`src/sv/mbrtu_pkg.sv`:
```
package mbrtu_pkg;

  localparam int unsigned REG_COUNT = 2;
  localparam int unsigned IDX_W = (REG_COUNT > 1) ? $clog2(REG_COUNT) : 1;
  localparam int unsigned FRAME_MAX = 3 + 2 * REG_COUNT;
  localparam int unsigned K_W = $clog2(FRAME_MAX + 1);
  localparam int unsigned FRAME_SHORT = 5;
  localparam int unsigned REQ_BYTES = 6;

  localparam logic [15:0] CRC_INIT = 16'hFFFF;
  localparam logic [15:0] CRC_POLY = 16'hA001;
  localparam logic [7:0] NODE_ADDR_RESET = 8'd1;
  localparam logic [7:0] SHORT_LEN_BYTE = 8'd7;

  localparam logic [7:0] FUNC_READ = 8'h03;
  localparam logic [7:0] FUNC_WRITE = 8'h06;
  localparam logic [7:0] FUNC_SET_ADDR = 8'h69;

  typedef enum logic [6:0] {
    S_IDLE   = 7'b0000001,
    S_CHECK  = 7'b0000010,
    S_DECIDE = 7'b0000100,
    S_CALC   = 7'b0001000,
    S_EMIT   = 7'b0010000,
    S_CRC_LO = 7'b0100000,
    S_CRC_HI = 7'b1000000
  } state_e;

  function automatic logic [15:0] reg_reset_value(input int unsigned idx);
    logic [15:0] val;
    if (idx == 0) begin
      val = 16'd69;
    end else if (idx == 1) begin
      val = 16'd96;
    end else begin
      val = 16'd0;
    end
    return val;
  endfunction

endpackage

```
`src/sv/modbus_rtu_slave_responder.sv`:
```
// Modbus RTU slave responder. Each input beat is one decoded request; the block checks the
// node address and the CRC-16 of the request, carries out a read (0x03), register write (0x06)
// or node address change (0x69), and returns the response frame one byte per output beat,
// CRC low byte first, with resp_last_o on the final CRC byte. Dropped requests give no beats.
// All CRC work runs through one bit-serial CRC unit, one bit per cycle, and the block takes
// one request at a time: after accept the unit checks the six request bytes, a decision step
// follows, then each response byte is folded into the CRC and then sent as one output beat,
// followed by the two CRC beats. A write or address change response has 5 bytes, a read of n
// registers 3 + 2n bytes, and a dropped request ends after the decision step.
module modbus_rtu_slave_responder (
  input  logic        clk_i,
  input  logic        rst_ni,
  input  logic        in_valid_i,
  output logic        in_stall_o,
  input  logic [7:0]  dest_addr_i,
  input  logic [7:0]  func_code_i,
  input  logic [15:0] reg_addr_i,
  input  logic [15:0] payload_i,
  input  logic [15:0] crc_rx_i,
  output logic        out_valid_o,
  input  logic        out_stall_i,
  output logic [7:0]  resp_byte_o,
  output logic        resp_last_o
);

  mbrtu_pkg::state_e state_q, state_d;

  logic [7:0]  dest_q;
  logic [7:0]  func_q;
  logic [15:0] ra_q;
  logic [15:0] pl_q;
  logic [15:0] crc_rx_q;

  logic [15:0] regs_q [mbrtu_pkg::REG_COUNT];
  logic [7:0]  node_q;

  logic [15:0] crc_q;
  logic [2:0]  bit_q;
  logic [mbrtu_pkg::K_W-1:0] k_q;
  logic [mbrtu_pkg::K_W-1:0] last_k_q;
  logic [mbrtu_pkg::IDX_W-1:0] ptr_q;
  logic        hi_q;
  logic        is_read_q;
  logic [7:0]  out_byte_q;
  logic        out_last_q;

  logic        in_accept;
  logic        out_accept;
  logic [7:0]  req_byte;
  logic [7:0]  frame_byte;
  logic [7:0]  crc_src;
  logic        fb;
  logic [15:0] crc_next;
  logic        hdr_ok;
  logic        read_ok;
  logic        write_ok;
  logic        set_ok;
  logic        resp_ok;
  logic [15:0] reg_val;

  assign in_accept = in_valid_i && !in_stall_o;
  assign out_accept = out_valid_o && !out_stall_i;
  assign in_stall_o = (state_q != mbrtu_pkg::S_IDLE);
  assign out_valid_o = (state_q == mbrtu_pkg::S_EMIT) || (state_q == mbrtu_pkg::S_CRC_LO) ||
                       (state_q == mbrtu_pkg::S_CRC_HI);
  assign resp_byte_o = out_byte_q;
  assign resp_last_o = out_last_q;

  always_comb begin
    case (k_q)
      mbrtu_pkg::K_W'(0): req_byte = dest_q;
      mbrtu_pkg::K_W'(1): req_byte = func_q;
      mbrtu_pkg::K_W'(2): req_byte = ra_q[15:8];
      mbrtu_pkg::K_W'(3): req_byte = ra_q[7:0];
      mbrtu_pkg::K_W'(4): req_byte = pl_q[15:8];
      default:            req_byte = pl_q[7:0];
    endcase
  end

  assign reg_val = regs_q[ptr_q];

  always_comb begin
    case (k_q)
      mbrtu_pkg::K_W'(0): frame_byte = node_q;
      mbrtu_pkg::K_W'(1): frame_byte = func_q;
      mbrtu_pkg::K_W'(2): begin
        frame_byte = is_read_q ? 8'({1'b0, pl_q, 1'b0} + 18'd5) : mbrtu_pkg::SHORT_LEN_BYTE;
      end
      default: begin
        if (is_read_q) begin
          frame_byte = hi_q ? reg_val[15:8] : reg_val[7:0];
        end else begin
          frame_byte = hi_q ? pl_q[15:8] : pl_q[7:0];
        end
      end
    endcase
  end

  // The shared CRC unit folds in one data bit per cycle, least significant bit first.
  assign crc_src = (state_q == mbrtu_pkg::S_CHECK) ? req_byte : frame_byte;
  assign fb = crc_q[0] ^ crc_src[bit_q];
  assign crc_next = {1'b0, crc_q[15:1]} ^ (fb ? mbrtu_pkg::CRC_POLY : 16'h0000);

  assign hdr_ok = (dest_q == node_q) && (crc_q == crc_rx_q);
  assign read_ok = (func_q == mbrtu_pkg::FUNC_READ) &&
                   (ra_q < 16'(mbrtu_pkg::REG_COUNT)) && (pl_q != 16'd0) &&
                   (pl_q <= 16'(mbrtu_pkg::REG_COUNT));
  assign write_ok = (func_q == mbrtu_pkg::FUNC_WRITE) && (ra_q < 16'(mbrtu_pkg::REG_COUNT));
  assign set_ok = (func_q == mbrtu_pkg::FUNC_SET_ADDR) && (pl_q[15:8] == 8'd0);
  assign resp_ok = hdr_ok && (read_ok || write_ok || set_ok);

  always_comb begin
    state_d = state_q;
    unique case (state_q)
      mbrtu_pkg::S_IDLE: begin
        if (in_accept) begin
          state_d = mbrtu_pkg::S_CHECK;
        end
      end
      mbrtu_pkg::S_CHECK: begin
        if ((bit_q == 3'd7) && (k_q == mbrtu_pkg::K_W'(mbrtu_pkg::REQ_BYTES - 1))) begin
          state_d = mbrtu_pkg::S_DECIDE;
        end
      end
      mbrtu_pkg::S_DECIDE: begin
        state_d = resp_ok ? mbrtu_pkg::S_CALC : mbrtu_pkg::S_IDLE;
      end
      mbrtu_pkg::S_CALC: begin
        if (bit_q == 3'd7) begin
          state_d = mbrtu_pkg::S_EMIT;
        end
      end
      mbrtu_pkg::S_EMIT: begin
        if (out_accept) begin
          state_d = (k_q == last_k_q) ? mbrtu_pkg::S_CRC_LO : mbrtu_pkg::S_CALC;
        end
      end
      mbrtu_pkg::S_CRC_LO: begin
        if (out_accept) begin
          state_d = mbrtu_pkg::S_CRC_HI;
        end
      end
      mbrtu_pkg::S_CRC_HI: begin
        if (out_accept) begin
          state_d = mbrtu_pkg::S_IDLE;
        end
      end
      default: state_d = mbrtu_pkg::S_IDLE;
    endcase
  end

  always_ff @(posedge clk_i or negedge rst_ni) begin
    if (!rst_ni) begin
      state_q <= mbrtu_pkg::S_IDLE;
      node_q <= mbrtu_pkg::NODE_ADDR_RESET;
      for (int i = 0; i < mbrtu_pkg::REG_COUNT; i++) begin
        regs_q[i] <= mbrtu_pkg::reg_reset_value(i);
      end
      crc_q <= mbrtu_pkg::CRC_INIT;
      bit_q <= '0;
      k_q <= '0;
      last_k_q <= '0;
      ptr_q <= '0;
      hi_q <= 1'b1;
      is_read_q <= 1'b0;
      out_last_q <= 1'b0;
    end else begin
      state_q <= state_d;
      unique case (state_q)
        mbrtu_pkg::S_IDLE: begin
          crc_q <= mbrtu_pkg::CRC_INIT;
          bit_q <= '0;
          k_q <= '0;
        end
        mbrtu_pkg::S_CHECK: begin
          crc_q <= crc_next;
          bit_q <= bit_q + 3'd1;
          if (bit_q == 3'd7) begin
            k_q <= k_q + mbrtu_pkg::K_W'(1);
          end
        end
        mbrtu_pkg::S_DECIDE: begin
          crc_q <= mbrtu_pkg::CRC_INIT;
          bit_q <= '0;
          k_q <= '0;
          hi_q <= 1'b1;
          out_last_q <= 1'b0;
          is_read_q <= read_ok;
          ptr_q <= mbrtu_pkg::IDX_W'(pl_q - 16'd1);
          last_k_q <= read_ok ? mbrtu_pkg::K_W'({1'b0, pl_q, 1'b0} + 18'd2)
                              : mbrtu_pkg::K_W'(mbrtu_pkg::FRAME_SHORT - 1);
          if (hdr_ok && write_ok) begin
            regs_q[ra_q[mbrtu_pkg::IDX_W-1:0]] <= pl_q;
          end
          if (hdr_ok && set_ok) begin
            node_q <= pl_q[7:0];
          end
        end
        mbrtu_pkg::S_CALC: begin
          crc_q <= crc_next;
          bit_q <= bit_q + 3'd1;
        end
        mbrtu_pkg::S_EMIT: begin
          if (out_accept) begin
            k_q <= k_q + mbrtu_pkg::K_W'(1);
            if (k_q >= mbrtu_pkg::K_W'(3)) begin
              hi_q <= !hi_q;
              if (!hi_q) begin
                ptr_q <= ptr_q - mbrtu_pkg::IDX_W'(1);
              end
            end
          end
        end
        mbrtu_pkg::S_CRC_LO: begin
          if (out_accept) begin
            out_last_q <= 1'b1;
          end
        end
        mbrtu_pkg::S_CRC_HI: begin
          if (out_accept) begin
            out_last_q <= 1'b0;
          end
        end
        default: begin
          out_last_q <= 1'b0;
        end
      endcase
    end
  end

  always_ff @(posedge clk_i) begin
    if (in_accept) begin
      dest_q <= dest_addr_i;
      func_q <= func_code_i;
      ra_q <= reg_addr_i;
      pl_q <= payload_i;
      crc_rx_q <= crc_rx_i;
    end
    if ((state_q == mbrtu_pkg::S_CALC) && (bit_q == 3'd7)) begin
      out_byte_q <= frame_byte;
    end else if ((state_q == mbrtu_pkg::S_EMIT) && out_accept && (k_q == last_k_q)) begin
      out_byte_q <= crc_q[7:0];
    end else if ((state_q == mbrtu_pkg::S_CRC_LO) && out_accept) begin
      out_byte_q <= crc_q[15:8];
    end
  end

endmodule

```
`config.mk`:
```
export PLATFORM = sky130hd
export DESIGN_NAME = modbus_rtu_slave_responder
export DESIGN_NICKNAME = d
export VERILOG_FILES = /design/src/sv/mbrtu_pkg.sv /design/src/sv/modbus_rtu_slave_responder.sv
export SDC_FILE = /design/constraint.sdc
export NUM_CORES = 1
export LEC_CHECK = 0
export BUFFER_PORTS_ARGS = -buffer_cell sky130_fd_sc_hd__buf_2
export CORE_ASPECT_RATIO = 1.75
export CORE_MARGIN = 4
export CORE_UTILIZATION = 47
export DETAILED_ROUTE_END_ITERATION = 7
export PLACE_DENSITY = 0.69
export RECOVER_POWER = 100
export SYNTH_ARGS = -nofsm -noshare
export SYNTH_HDL_FRONTEND = slang
export SYNTH_SLANG_ARGS = --single-unit
```
`constraint.sdc`:
```
create_clock -name clk_i -period 4.43 [get_ports clk_i]
set_clock_uncertainty 0.15 [all_clocks]
set_input_delay 0.443 -clock clk_i [delete_from_list [all_inputs] [get_ports clk_i]]
set_output_delay 0.443 -clock clk_i [all_outputs]
set_load 0.1 [all_outputs]
```
=== After elaboration in Yosys (flattened, before gate mapping) ===
Cells that the tools add are included.
W data, S select, Z words.

* Flip-flop bits (word level): 148
* Word-level logic and storage cells: 150
* Input port bits: 68
* Output and inout port bits: 11

* Add/subtract/negate cells: 6
* Reductions and logical operators: 41
* Bitwise logic cells: 5
* $lt $le $gt $ge: 7
* Equality and inequality tests: 29
* Muxes and demuxes: 44

{| class="wikitable"
|+ Operators by type and width
! kind !! number
|-
| $mux W16 || 5
|-
| $mux W8 || 8
|-
| $pmux W7 S7 || 1
|-
| $mux W7 || 6
|-
| $pmux W8 S5 || 1
|-
| $bwmux W32 || 1
|-
| $pmux W16 S2 || 1
|-
| $pmux W8 S3 || 1
|-
| $logic_and A1 B1 Y1 || 17
|-
| $demux W16 S1 || 1
|-
| $eq A16 B16 Y1 || 1
|-
| $le A16 B2 Y1 const B || 1
|-
| $lt A16 B2 Y1 const B || 1
|-
| $reduce_bool A16 Y1 || 1
|-
| $xor A15 B16 Y16 || 1
|-
| $ne A2 B2 Y1 const B || 6
|-
| $eq A3 B3 Y1 const B || 3
|-
| $mux W3 || 3
|-
| $pmux W3 S3 || 1
|-
| $reduce_and A3 Y1 || 3
|-
| $add A8 B3 Y8 const B || 1
|-
| $eq A8 B2 Y1 const B || 1
|-
| $eq A8 B3 Y1 const B || 1
|-
| $eq A8 B7 Y1 const B || 1
|-
| other kinds (41) || 65
|}

=== Logic depth before layout (Yosys ltp) ===
Gate-level depths: netlist (run 1).

* Depth in word-level cells: 14
* Depth in mapped cells: 13
* Gate-level depth less buffers: 11

=== Least setup slack after synthesis (run 1) ===
Ideal clock, no wire load.

* Path kind: reg-to-reg
* From: register state_q[5]
* To: register crc_rx_q[0] (enable)
* Path slack: -1.046 ns
* Cell stages (with the launch flop): 5
* Library setup time: 0.486 ns
* Buffers on the path: 0
* Required time: 3.794 ns
* Arrival: 4.840 ns
* Period minus slack after synthesis: 5.476 ns
* Path through: dfrtp_1 nor3_4 and2_1 nand3b_1 nor2_1

* Cells in the longest elaborated chain, start to end: 3

{| class="wikitable"
|+ Ends and longest elaborated chain
! element !! line !! source
|-
| start: declaration || modbus_rtu_slave_responder.sv:26 || <nowiki>mbrtu_pkg::state_e state_q, state_d;</nowiki>
|-
| start signal: assignment || modbus_rtu_slave_responder.sv:154 || <nowiki>state_q <= mbrtu_pkg::S_IDLE;</nowiki>
|-
| start signal: assignment || modbus_rtu_slave_responder.sv:168 || <nowiki>state_q <= state_d;</nowiki>
|-
| $ne A7 B1 Y1 || modbus_rtu_slave_responder.sv:63 || <nowiki>assign in_stall_o = (state_q != mbrtu_pkg::S_IDLE);</nowiki>
|-
| via in_stall_o || modbus_rtu_slave_responder.sv:14 || <nowiki>output logic in_stall_o,</nowiki>
|-
| $logic_not A1 Y1 || modbus_rtu_slave_responder.sv:61 || <nowiki>assign in_accept = in_valid_i && !in_stall_o;</nowiki>
|-
| $logic_and A1 B1 Y1 || modbus_rtu_slave_responder.sv:61 ||
|-
| via in_accept || modbus_rtu_slave_responder.sv:47 || <nowiki>logic in_accept;</nowiki>
|-
| end signal: assignment || modbus_rtu_slave_responder.sv:237 || <nowiki>crc_rx_q <= crc_rx_i;</nowiki>
|-
| end: declaration || modbus_rtu_slave_responder.sv:32 || <nowiki>logic [15:0] crc_rx_q;</nowiki>
|}

The timed path passes the listed nets, and every way through them passes these cells.
A chain may end at the register's enable or synchronous reset.

=== Worst setup path after layout (run 1) ===
* From: register k_q[1] (netlist bit)
* To: register crc_q[13]

* Cells in the longest elaborated chain, start to end: 9
* Elaborated cells on any way between the ends: 14
* Classes of those cells: 4 x eq/ne; 7 x mux; 2 x bitwise; 1 x reduce/logical

{| class="wikitable"
|+ Ends and longest elaborated chain
! element !! line !! source
|-
| start: declaration || modbus_rtu_slave_responder.sv:39 || <nowiki>logic [mbrtu_pkg::K_W-1:0] k_q;</nowiki>
|-
| start signal: assignment || modbus_rtu_slave_responder.sv:179 || <nowiki>k_q <= k_q + mbrtu_pkg::K_W'(1);</nowiki>
|-
| start signal: assignment || modbus_rtu_slave_responder.sv:205 || <nowiki>k_q <= k_q + mbrtu_pkg::K_W'(1);</nowiki>
|-
| $eq A3 B3 Y1, or another cell as far along || modbus_rtu_slave_responder.sv:70 || <nowiki>case (k_q)</nowiki>
|-
| $pmux W8 S5 or $pmux W8 S3 (tied branches) || modbus_rtu_slave_responder.sv:70, modbus_rtu_slave_responder.sv:83 ||
|-
| $mux W8 * || modbus_rtu_slave_responder.sv:100 || <nowiki>assign crc_src = (state_q == mbrtu_pkg::S_CHECK) ? req_byte : frame_byte;</nowiki>
|-
| $bmux W1 S3 * || modbus_rtu_slave_responder.sv:101 || <nowiki>assign fb = crc_q[0] ^ crc_src[bit_q];</nowiki>
|-
| $mux W1 (not written as such) * || modbus_rtu_slave_responder.sv:101 ||
|-
| $xor A1 B1 Y1 * || modbus_rtu_slave_responder.sv:101 ||
|-
| $mux W16 * || modbus_rtu_slave_responder.sv:102 || <nowiki>assign crc_next = {1'b0, crc_q[15:1]} ^ (fb ? mbrtu_pkg::CRC_POLY : 16'h0000);</nowiki>
|-
| $xor A15 B16 Y16 * || modbus_rtu_slave_responder.sv:102 ||
|-
| $pmux W16 S2 * || modbus_rtu_slave_responder.sv:169 || <nowiki>unique case (state_q)</nowiki>
|-
| end signal: assignment || modbus_rtu_slave_responder.sv:171 || <nowiki>crc_q <= mbrtu_pkg::CRC_INIT;</nowiki>
|-
| end signal: assignment || modbus_rtu_slave_responder.sv:176 || <nowiki>crc_q <= crc_next;</nowiki>
|-
| end signal: assignment || modbus_rtu_slave_responder.sv:183 || <nowiki>crc_q <= mbrtu_pkg::CRC_INIT;</nowiki>
|-
| end: declaration || modbus_rtu_slave_responder.sv:37 || <nowiki>logic [15:0] crc_q;</nowiki>
|}

Every way passes the cells marked *; elsewhere a longest branch is shown, timed or not. The select of a mux whose other input is x is not followed.

==> impl_metrics.yaml, run 1 <==
place:
  dpl.hpwl_um: 15100
  port-buffer-count: 78
  place_congestion: 0.914
  placed_cell_area_um2: 7760
  place_ws_ps: 1000
setup_path:
  path_class: "reg -> reg"
  crit_buf_inv: 1
  crit_end: "crc_q[13]$_DFFE_PN1P_"
  crit_path_top_delay_cell: "a2111oi_0"
  r2r_cells: 11
  crit_chain: "inv_1, ha_1, nor3_1, nor2_1, o31ai_2, o22ai_1, a2111oi_0, a211oi_1, xor2_1, xor2_1, a21oi_1"
  crit_path_start: "k_q[1]$_DFFE_PN0P_"
  endpoint_kind: "register"
  reg2reg_from: "k_q[1]$_DFFE_PN0P_"
  cp.required_ps: 4620
  regToRegSetupSlack_ps: 710
  startpoint_type: "register"
  worst_ep_arrival_time_ps: 3900
  critPathTopFamily: "compound AO/OA/AOI/OAI gates"
  cp_max_fo: 20
  cpPeakStageDelay_ps: 510
  r2r-end: "crc_q[13]$_DFFE_PN1P_"
  crit_cells: 11
  crit_path_frequent_cell: "xor2_1"
synthesis:
  yosysWarnings: 0
  synth_area_leaders: "edfxtp_1 (30%), dfrtp_1 (18%), dfstp_2 (8.7%)"
  avgSynthCellArea_um2: 12.0
  synth_top_family_by_area: "compound AO/OA/AOI/OAI gates"
  yosysTopAreaCellShare_pct: 30.0
  synth-edff-count: 72
  synth-simple-area-share_pct: 11.7
  synthArstFlopShare_pct: 51.0
  synthMuxAreaShare_pct: 10.4
  netlist_area_um2: 7210
  yosysTopAreaCell: "edfxtp_1"
  netlist_instances: 600
  synth_xor_area_share_pct: 4.01
  synth_compound_area_share_pct: 13.2
  syn_nets: 678
  synth-adder-area-share_pct: 1.73
  synthTopCellsByCount: "edfxtp_1 (72), nand2_1 (53), mux2_2 (52), dfrtp_1 (51), o21ai_0 (38)"
  synthDistinctLibCells: 66
  ys.flop_type: "edfxtp_1"
  synth_seq_cells: 147
  ys_seq_area_share_pct: 56.4
  yosysMostFrequentCell: "edfxtp_1"
finish:
  area_delta_synth_final_pct: 14.8
  multiInputGateArea_um2: 2930
  final_area_um2: 8280
  fill_cells: 1322
  diodes: 0
  regArea_um2: 4070
  drive_gt1_share_pct: 27.0
  final_net_count: 753
  finish.utilization_pct: 55.3
floorplan:
  fp.coreArea_um2: 15000
  ios: 79
  start_util_pct: 48.1
  row_count: 59
  die_area_um2: 17500
  dieHeight_um: 172
  die_x_um: 102
global_route:
  grt_max_degree: 51
  antenna_found_initial: 0
  grt_pass1_wl_um: 31100
  grt_pass1_vias: 5601
  grtUsageTotal_pct: 23.7
  grt-ovfl-total: 0
timing:
  relSlewSlack_pct: -83.9
  final_max_slew_viol_count: 51
  min_period_ps: 3720
  setup_slack_ps: 715
  fmaxAchievable_mhz: 269
  hold_violations: 0
  fin_crit_sh_pct: 83.9
  rsz0062_at_grt: "no"
  worstMarginPinSlew_ps: 2760
  tns_ps: 0
  setup_viol: 0
status:
  outcome: "complete, but fails checks"
  violations: "capacitance limit, slew limit"
hold_path:
  hp-start: "dest_addr_i[6]"
  worst_hold_path_type: "in -> reg"
cts:
  post_cts.repair.setup_buffers: 0
  cts_root_buffer: "clkbuf_16"
  cts_tree: "yes"
  clockBufferDepth: 2
  cts_resized: 0
  cts_buffers: 17
  h-tree-depth: 4
  holdBufCountCts: 0
  path_clk_slew_ps: 80
  cts.sinks: 147
  worst_skew_pair.late_latency_ps: 420
detailed_routing:
  first_pass_iters: 7
  post-route-drc-count: 0
  drt_wl_total_um: 20100
  vias: 5364
  dr.first_iter.drc_count: 314
  avgViaCountPerCell: 6.16
  wl_per_cell_um: 23.1
  final_antenna_net_count: 0
pwr:
  peakVddDrop_mv: 0.361
  p_per_area_nw_per_um2: 622
  p_leak_nw: 3.30
job:
  maxCapViolCount: 1
-- logic make-up (layout without fill, tap and decap cells) --
logic type | Yosys count | in the layout
fa+ha+maj | 10 | 10
buf+inv | 40 | 128
compound gates | 141 | 141
simple gates | 162 | 162
xor+xnor | 33 | 33
flops | 147 | 147
mux | 67 | 67
-- through the flow --
step / hold WS [ps] / power, mW / std cells
5_1_grt: 28.8 / 5.40 / 871
6_report: 40.6 / 5.15 / 871
2_1_floorplan: -2.59 / 3.23 / 600
3_5_place_dp: 322 / 3.74 / 839
4_1_cts: 24.5 / 5.18 / 871
3_3_place_gp: 312 / 3.69 / 839
-- per-layer routing --
| layer | GRT usage (%) | part of all wire (%) |
|---|---|---|
| met2 | 41.7 | 53 |
| met3 | 3.84 | 4.4 |
| met5 | 0 | 0 |
| met4 | 13.8 | 5.8 |
| met1 | 26.6 | 37 |
-- flip-flops by register name, indices dropped and copies added (netlist names) --
name / count
regs_q: 32
crc_q: 16
crc_rx_q: 16
pl_q: 16
ra_q: 16
dest_q: 8
func_q: 8
node_q: 8
resp_byte_o: 8
state_q: 7
bit_q: 3
k_q: 3
last_k_q: 2
hi_q: 1
is_read_q: 1
ptr_q: 1
resp_last_o: 1
-- report_power, final --
| part | total, mW | internal (mW) | switching (mW) | leakage [nW] |
|---|---|---|---|---|
| combinational | 1.61 | 0.596 | 1.01 | 1.41 |
| sequential | 2.10 | 1.77 | 0.327 | 1.61 |
| clock | 1.44 | 0.803 | 0.638 | 0.282 |
| total | 5.15 | 3.17 | 1.98 | 3.30 |
-- how the worst min path moves through the flow --
stage,end,slack (ps),cells past startpoint
2_1_floorplan,bit_q[0]$_DFFE_PN0P_,-3,0
3_3_place_gp,regs_q[1]$_DFFE_PN0P_,310,2
3_5_place_dp,crc_q[9]$_DFFE_PN1P_,320,2
4_1_cts,dest_q[6]$_DFFE_PP_,20,1
5_1_grt,dest_q[7]$_DFFE_PP_,30,1
6_report,dest_q[6]$_DFFE_PP_,40,1
-- worst reg2reg max path: stages (launching register included) --
cell and delay, ps:
dfrtp_1 440, inv_1 110, ha_1 460, nor3_1 490, nor2_1 210, o31ai_2 380, o22ai_1 140, a2111oi_0 510
a211oi_1 220, xor2_1 200, xor2_1 170, a21oi_1 160
-- cell usage in the layout (no fill, tap or decap), drive strengths merged, types with 23 or more instances in the layout --
cell type,instances
dfstp,24
edfxtp,72
dfrtp,51
xor2,24
clkbuf,33
o21ai,38
a21oi,23
nor2,28
nand2,53
buf,71
mux2,55
-- cell type report --
cell class	instances	area share (%)
Clock inverter	15	2.01
Clock buffer	17	5.14
Inverter	9	0.408
Timing Repair Buffer	87	5.18
Multi-Input combinational cell	413	35.4
Tap cell	183	2.76
Sequential cell	147	49.1
Power figures use the tool's default switching activity.
==> inputs of run 2 (changes only) <==
--- a/config.mk
+++ b/config.mk
@@ -5,12 +5,13 @@
 export SDC_FILE = /design/constraint.sdc
 export NUM_CORES = 1
 export LEC_CHECK = 0
+export ABC_AREA = 1
 export BUFFER_PORTS_ARGS = -buffer_cell sky130_fd_sc_hd__buf_2
 export CORE_ASPECT_RATIO = 1.75
 export CORE_MARGIN = 4
 export CORE_UTILIZATION = 47
 export DETAILED_ROUTE_END_ITERATION = 7
-export PLACE_DENSITY = 0.69
+export PLACE_DENSITY = 0.66
 export RECOVER_POWER = 100
 export SYNTH_ARGS = -nofsm -noshare
 export SYNTH_HDL_FRONTEND = slang
==> constraint.sdc (replaced) <==
create_clock -name clk_i -period 3.6 [get_ports clk_i]
set_clock_uncertainty 0.15 [all_clocks]
set_input_delay 0.36 -clock clk_i [delete_from_list [all_inputs] [get_ports clk_i]]
set_output_delay 0.36 -clock clk_i [all_outputs]
set_load 0.1 [all_outputs]
==> impl_metrics.yaml, run 2 <==
pwr:
  peakVddDrop_mv: 0.384
  p_leak_nw: 4.12
  p_per_area_nw_per_um2: 666
place:
  dpl.hpwl_um: 16400
  port-buffer-count: 78
  placed_cells: 1115
  place_congestion: 1.01
setup_path:
  endpoint_kind: "register"
  worst_ep_arrival_time_ps: 3280
  cp_max_fo: 16
  r2r_cells: 7
  crit_buf_inv: 0
  regToRegSetupSlack_ps: 490
  cpPeakStageDelay_ps: 590
  crit_cells: 7
  crit_end: "node_q[6]$_DFFE_PN0P_"
  path_class: "reg -> reg"
  startpoint_type: "register"
  crit_path_frequent_cell: "nand2_1"
  cp.required_ps: 3770
  critPathTopFamily: "simple AND/OR/NAND/NOR gates"
  reg2reg_from: "crc_q[10]$_DFFE_PN1P_"
  crit_chain: "xor2_1, nor4_1, nand2_1, nor3b_1, and2_0, nand2_1, o21ai_0"
  crit_path_start: "crc_q[10]$_DFFE_PN1P_"
  crit_path_top_delay_cell: "dfstp_1"
  r2r-end: "node_q[6]$_DFFE_PN0P_"
floorplan:
  ios: 79
  dieHeight_um: 176
  die_area_um2: 18400
  start_util_pct: 47.9
  row_count: 61
  die_x_um: 104
  fp.coreArea_um2: 15900
synthesis:
  synthDistinctLibCells: 42
  ys_seq_area_share_pct: 53.5
  yosysWarnings: 0
  syn_nets: 948
  synth-edff-count: 72
  netlist_instances: 870
  yosysTopAreaCellShare_pct: 28.4
  avgSynthCellArea_um2: 8.74
  synth_seq_cells: 147
  synthTopCellsByCount: "nand2_1 (242), inv_1 (100), nand3_1 (81), edfxtp_1 (72), nor2_1 (56)"
  netlist_area_um2: 7600
  yosysTopAreaCell: "edfxtp_1"
  synthArstFlopShare_pct: 51.0
  synth_area_leaders: "edfxtp_1 (28%), dfrtp_1 (17%), nand2_1 (12%)"
  yosysMostFrequentCell: "nand2_1"
  ys.flop_type: "edfxtp_1"
cts:
  cts.sinks: 147
  holdBufCountCts: 65
  cts_buffers: 17
  h-tree-depth: 4
  cts_resized: 0
  post_cts.repair.setup_buffers: 0
  path_clk_slew_ps: 60
  cts_tree: "yes"
  worst_skew_pair.late_latency_ps: 430
  clockBufferDepth: 2
  cts_root_buffer: "clkbuf_16"
finish:
  final_common_cell: "nand2_1"
  diodes: 0
  largest-register: "regs_q"
  area_delta_synth_final_pct: 21.6
  largest_register_ffs: 32
  stdcell_count: 1212
  drive_gt1_share_pct: 14.4
  final_cell_mix: "nand2_1 (244), inv_1 (101), nand3_1 (81)"
  final_net_count: 1088
timing:
  setup_viol: 0
  relSlewSlack_pct: -31.6
  final_max_slew_viol_count: 33
  fmaxAchievable_mhz: 321
  tns_ps: 0
  fin_crit_sh_pct: 86.4
  hold_violations: 0
  worstMarginPinSlew_ps: 1970
  min_period_ps: 3110
  rsz0062_at_grt: "no"
detailed_routing:
  first_pass_iters: 6
  wl_per_cell_um: 18.6
  final_antenna_net_count: 0
  avgViaCountPerCell: 5.29
  dr.first_iter.drc_count: 350
  drt_wl_total_um: 22500
  post-route-drc-count: 0
  vias: 6413
job:
  maxCapViolCount: 1
global_route:
  grt_pass1_vias: 6665
  grtUsageTotal_pct: 25.1
  antenna_found_initial: 0
  grt_pass1_wl_um: 35300
  grt-ovfl-total: 0
  grt_max_degree: 57
status:
  violations: "capacitance limit, slew limit"
  outcome: "complete, but fails checks"
hold_path:
  worst_hold_path_type: "in -> reg"
  hold_depth: 3
[run 2: cell count changes in the layout (fill, tap and decap cells not counted), sizes merged, moves of 36 or more]
cell,delta
nand2,+194
mux2,-55
o21ai,+40
dlygate4sd3,+65
nand3,+71
inv,+89
nor2,+36
[run 2: how the worst min path moves through the flow]
stage	startpoint	endpoint
after floorplan	rst_ni	bit_q[0]$_DFFE_PN0P_
after global placement	regs_q[6]$_DFFE_PN1P_	regs_q[6]$_DFFE_PN1P_
after detailed placement	regs_q[6]$_DFFE_PN1P_	regs_q[6]$_DFFE_PN1P_
after CTS	out_stall_i	state_q[4]$_DFFE_PN0P_
after global routing	out_stall_i	state_q[4]$_DFFE_PN0P_
final	out_stall_i	state_q[4]$_DFFE_PN0P_
[run 2: where the power goes]
group / total (mW) / leakage, nW / internal (mW) / switching (mW)
combinational: 2.13 / 2.23 / 0.662 / 1.47
sequential: 2.37 / 1.62 / 2.11 / 0.264
clock: 1.66 / 0.265 / 0.949 / 0.706
[run 2: cell families after synthesis]
logic type | share of synthesized area (%)
AOI/OAI and AO/OA | 9.28
xor gates and xnor gates | 2.53
adders and majority gates | 1.65
buffers and inverters | 7.49
DFF | 53.5
and+or+nand+nor | 25.6
[run 2: area by class of cell]
| class | instances | area, µm² |
|---|---|---|
| clock buffer | 19 | 433 |
| tap | 189 | 236 |
| clock inverter | 13 | 113 |
| timing repair buffer | 150 | 1100 |
| multi-input combinational | 590 | 2910 |
| fill | 1455 | 6630 |
| sequential | 147 | 4070 |
| inverter | 104 | 390 |
[run 2: metrics by stage]
stage | area (µm²) | setup slack (ps) | util (%) | power (mW) | hold WS, ps
floorplan | 7610 | 343 | - | 3.90 | -85.6
global placement | 8140 | 683 | 51.3 | 4.49 | 312
detailed placement | 8140 | 675 | 51.3 | 4.50 | 315
CTS | 9330 | 666 | 58.8 | 6.21 | 141
global route | 9250 | 226 | 58.2 | 6.51 | 157
finish | 9250 | 490 | 58.2 | 6.16 | 136
[run 2: routing by layer]
metal | vias up | share of wire (%) | track usage, %
li1 | 3141 | - | -
met1 | 2998 | 36 | 25.8
met2 | 197 | 54 | 46.7
met3 | 77 | 3.4 | 3.33
met4 | 0 | 6.8 | 17.5
met5 | - | 0 | 0
[run 2: worst reg2reg max path, stage by stage (launching register included)]
cell and delay, ps:
dfstp_1 590, xor2_1 90, nor4_1 500, nand2_1 180, nor3b_1 520, and2_0 360
nand2_1 350, o21ai_0 280
==> inputs of run 3 (changes only) <==
--- a/config.mk
+++ b/config.mk
@@ -5,7 +5,6 @@
 export SDC_FILE = /design/constraint.sdc
 export NUM_CORES = 1
 export LEC_CHECK = 0
-export ABC_AREA = 1
 export BUFFER_PORTS_ARGS = -buffer_cell sky130_fd_sc_hd__buf_2
 export CORE_ASPECT_RATIO = 1.75
 export CORE_MARGIN = 4
==> impl_metrics.yaml, run 3 (synthesized netlist as in run 1, its figures left out) <==
floorplan:
  row_count: 59
  dieHeight_um: 172
  die_x_um: 102
  die_area_um2: 17500
  start_util_pct: 48.1
  fp.coreArea_um2: 15000
  ios: 79
finish:
  drive_gt1_share_pct: 26.3
  final_net_count: 830
  stdcell_count: 948
  final_cell_mix: "edfxtp_1 (72), buf_2 (66), dlygate4sd3_1 (65)"
  final_common_cell: "edfxtp_1"
  finish.utilization_pct: 60.2
  area_delta_synth_final_pct: 25.1
  diodes: 0
  largest_register_ffs: 32
  largest-register: "regs_q"
setup_path:
  worst_ep_arrival_time_ps: 3470
  r2r_cells: 11
  regToRegSetupSlack_ps: 320
  cp.required_ps: 3790
  startpoint_type: "register"
  endpoint_kind: "register"
  reg2reg_from: "k_q[0]$_DFFE_PN0P_"
  path_class: "reg -> reg"
  r2r-end: "crc_q[13]$_DFFE_PN1P_"
  cp_max_fo: 14
hold_path:
  hold_depth: 2
  worst_hold_path_type: "in -> reg"
  min_to: "state_q[5]$_DFFE_PN0P_"
  hp-start: "out_stall_i"
global_route:
  top_usage_layer: "met2"
  grt_max_degree: 76
  grtUsageTotal_pct: 25.3
  grt_use_met1_pct: 28.8
  met2_usage_pct: 42.8
  grt_pass1_wl_um: 32900
  grt_pass1_vias: 5858
  grt-ovfl-total: 0
  antenna_found_initial: 0
  grt_use_met3_pct: 4.48
timing:
  worstMarginPinSlew_ps: 1970
  fmaxAchievable_mhz: 305
  setup_viol: 0
  tns_ps: 0
  fin_crit_sh_pct: 91.0
  hold_violations: 0
  final_max_slew_viol_count: 76
  relSlewSlack_pct: -31.6
  min_period_ps: 3280
  rsz0062_at_grt: "no"
cts:
  cts_tree: "yes"
  worst_skew_pair.late_latency_ps: 430
  cts_root_buffer: "clkbuf_16"
  h-tree-depth: 4
  cts.sinks: 147
  path_clk_slew_ps: 70
  cts_buffers: 17
  clockBufferDepth: 2
place:
  placed_cells: 851
  place_congestion: 0.947
  port-buffer-count: 78
  dpl.hpwl_um: 15100
detailed_routing:
  vias: 5731
  avgViaCountPerCell: 6.05
  final_antenna_net_count: 0
  drt_wl_total_um: 21300
  wl_per_cell_um: 22.4
  first_pass_iters: 5
  dr.first_iter.drc_count: 490
  post-route-drc-count: 0
status:
  outcome: "complete, but fails checks"
  violations: "capacitance limit, slew limit"
pwr:
  p_leak_nw: 3.64
  p_per_area_nw_per_um2: 711
  peakVddDrop_mv: 0.343
job:
  maxCapViolCount: 1
[run 3: critical path, cell delays in order (launching register included)]
cell and delay (ps):
dfrtp_1 420, inv_1 110, ha_2 320, nor3_2 320
nor2_1 170, o31ai_2 350, o22ai_1 140, a2111oi_0 510
a211oi_2 180, xor2_1 190, xor2_1 160, a21oi_1 170
[run 3: power breakdown]
part	total (mW)	internal (mW)	switching, mW
registers	2.57	2.18	0.389
clock network	1.75	0.929	0.819
logic	2.10	0.822	1.28
[run 3: final cells by class]
cell class	count	area [µm²]
clock inverter	15	159
fill	1256	5960
clock buffer	17	425
sequential	147	4070
inverter	9	33.8
multi-input combinational	413	2940
timing repair buffer	164	1160
tap	183	229
[run 3: worst max-delay path by stage]
stage	cells after the start	end	start
CTS	11	crc_q[13]$_DFFE_PN1P_	k_q[0]$_DFFE_PN0P_
global route	11	crc_q[13]$_DFFE_PN1P_	k_q[0]$_DFFE_PN0P_
finish	11	crc_q[13]$_DFFE_PN1P_	k_q[0]$_DFFE_PN0P_
global placement	11	crc_q[13]$_DFFE_PN1P_	k_q[0]$_DFFE_PN0P_
detailed placement	11	crc_q[13]$_DFFE_PN1P_	k_q[0]$_DFFE_PN0P_
floorplan	4	crc_rx_q[0]$_DFFE_PP_	state_q[6]$_DFFE_PN0P_
[run 3: repair_timing]
action	4_1_cts	5_1_grt
buffers inserted	0	0
resized for setup	0	1
endpoints found under the setup margin	0	1
hold buffers	65	0
endpoints found under the hold margin	65	0
[run 3: per-layer routing]
layer / vias to the layer above / part of all wire, %
met2: 268 / 51
li1: 2595 / -
met3: 89 / 5.2
met1: 2779 / 36
met4: 0 / 7.6
met5: - / 0
[run 3: through the flow]
step                      instance area, µm²  total power, mW  setup WS, ps  hold WS, ps
after global placement                  7850             4.59           319          307
after detailed placement                7850             4.63           278          322
final                                   9020             6.41           325          179
after global routing                    9020             6.73           164          189
after CTS                               9090             6.44           237         63.2
after floorplan                         7220             3.97          -103        -85.6
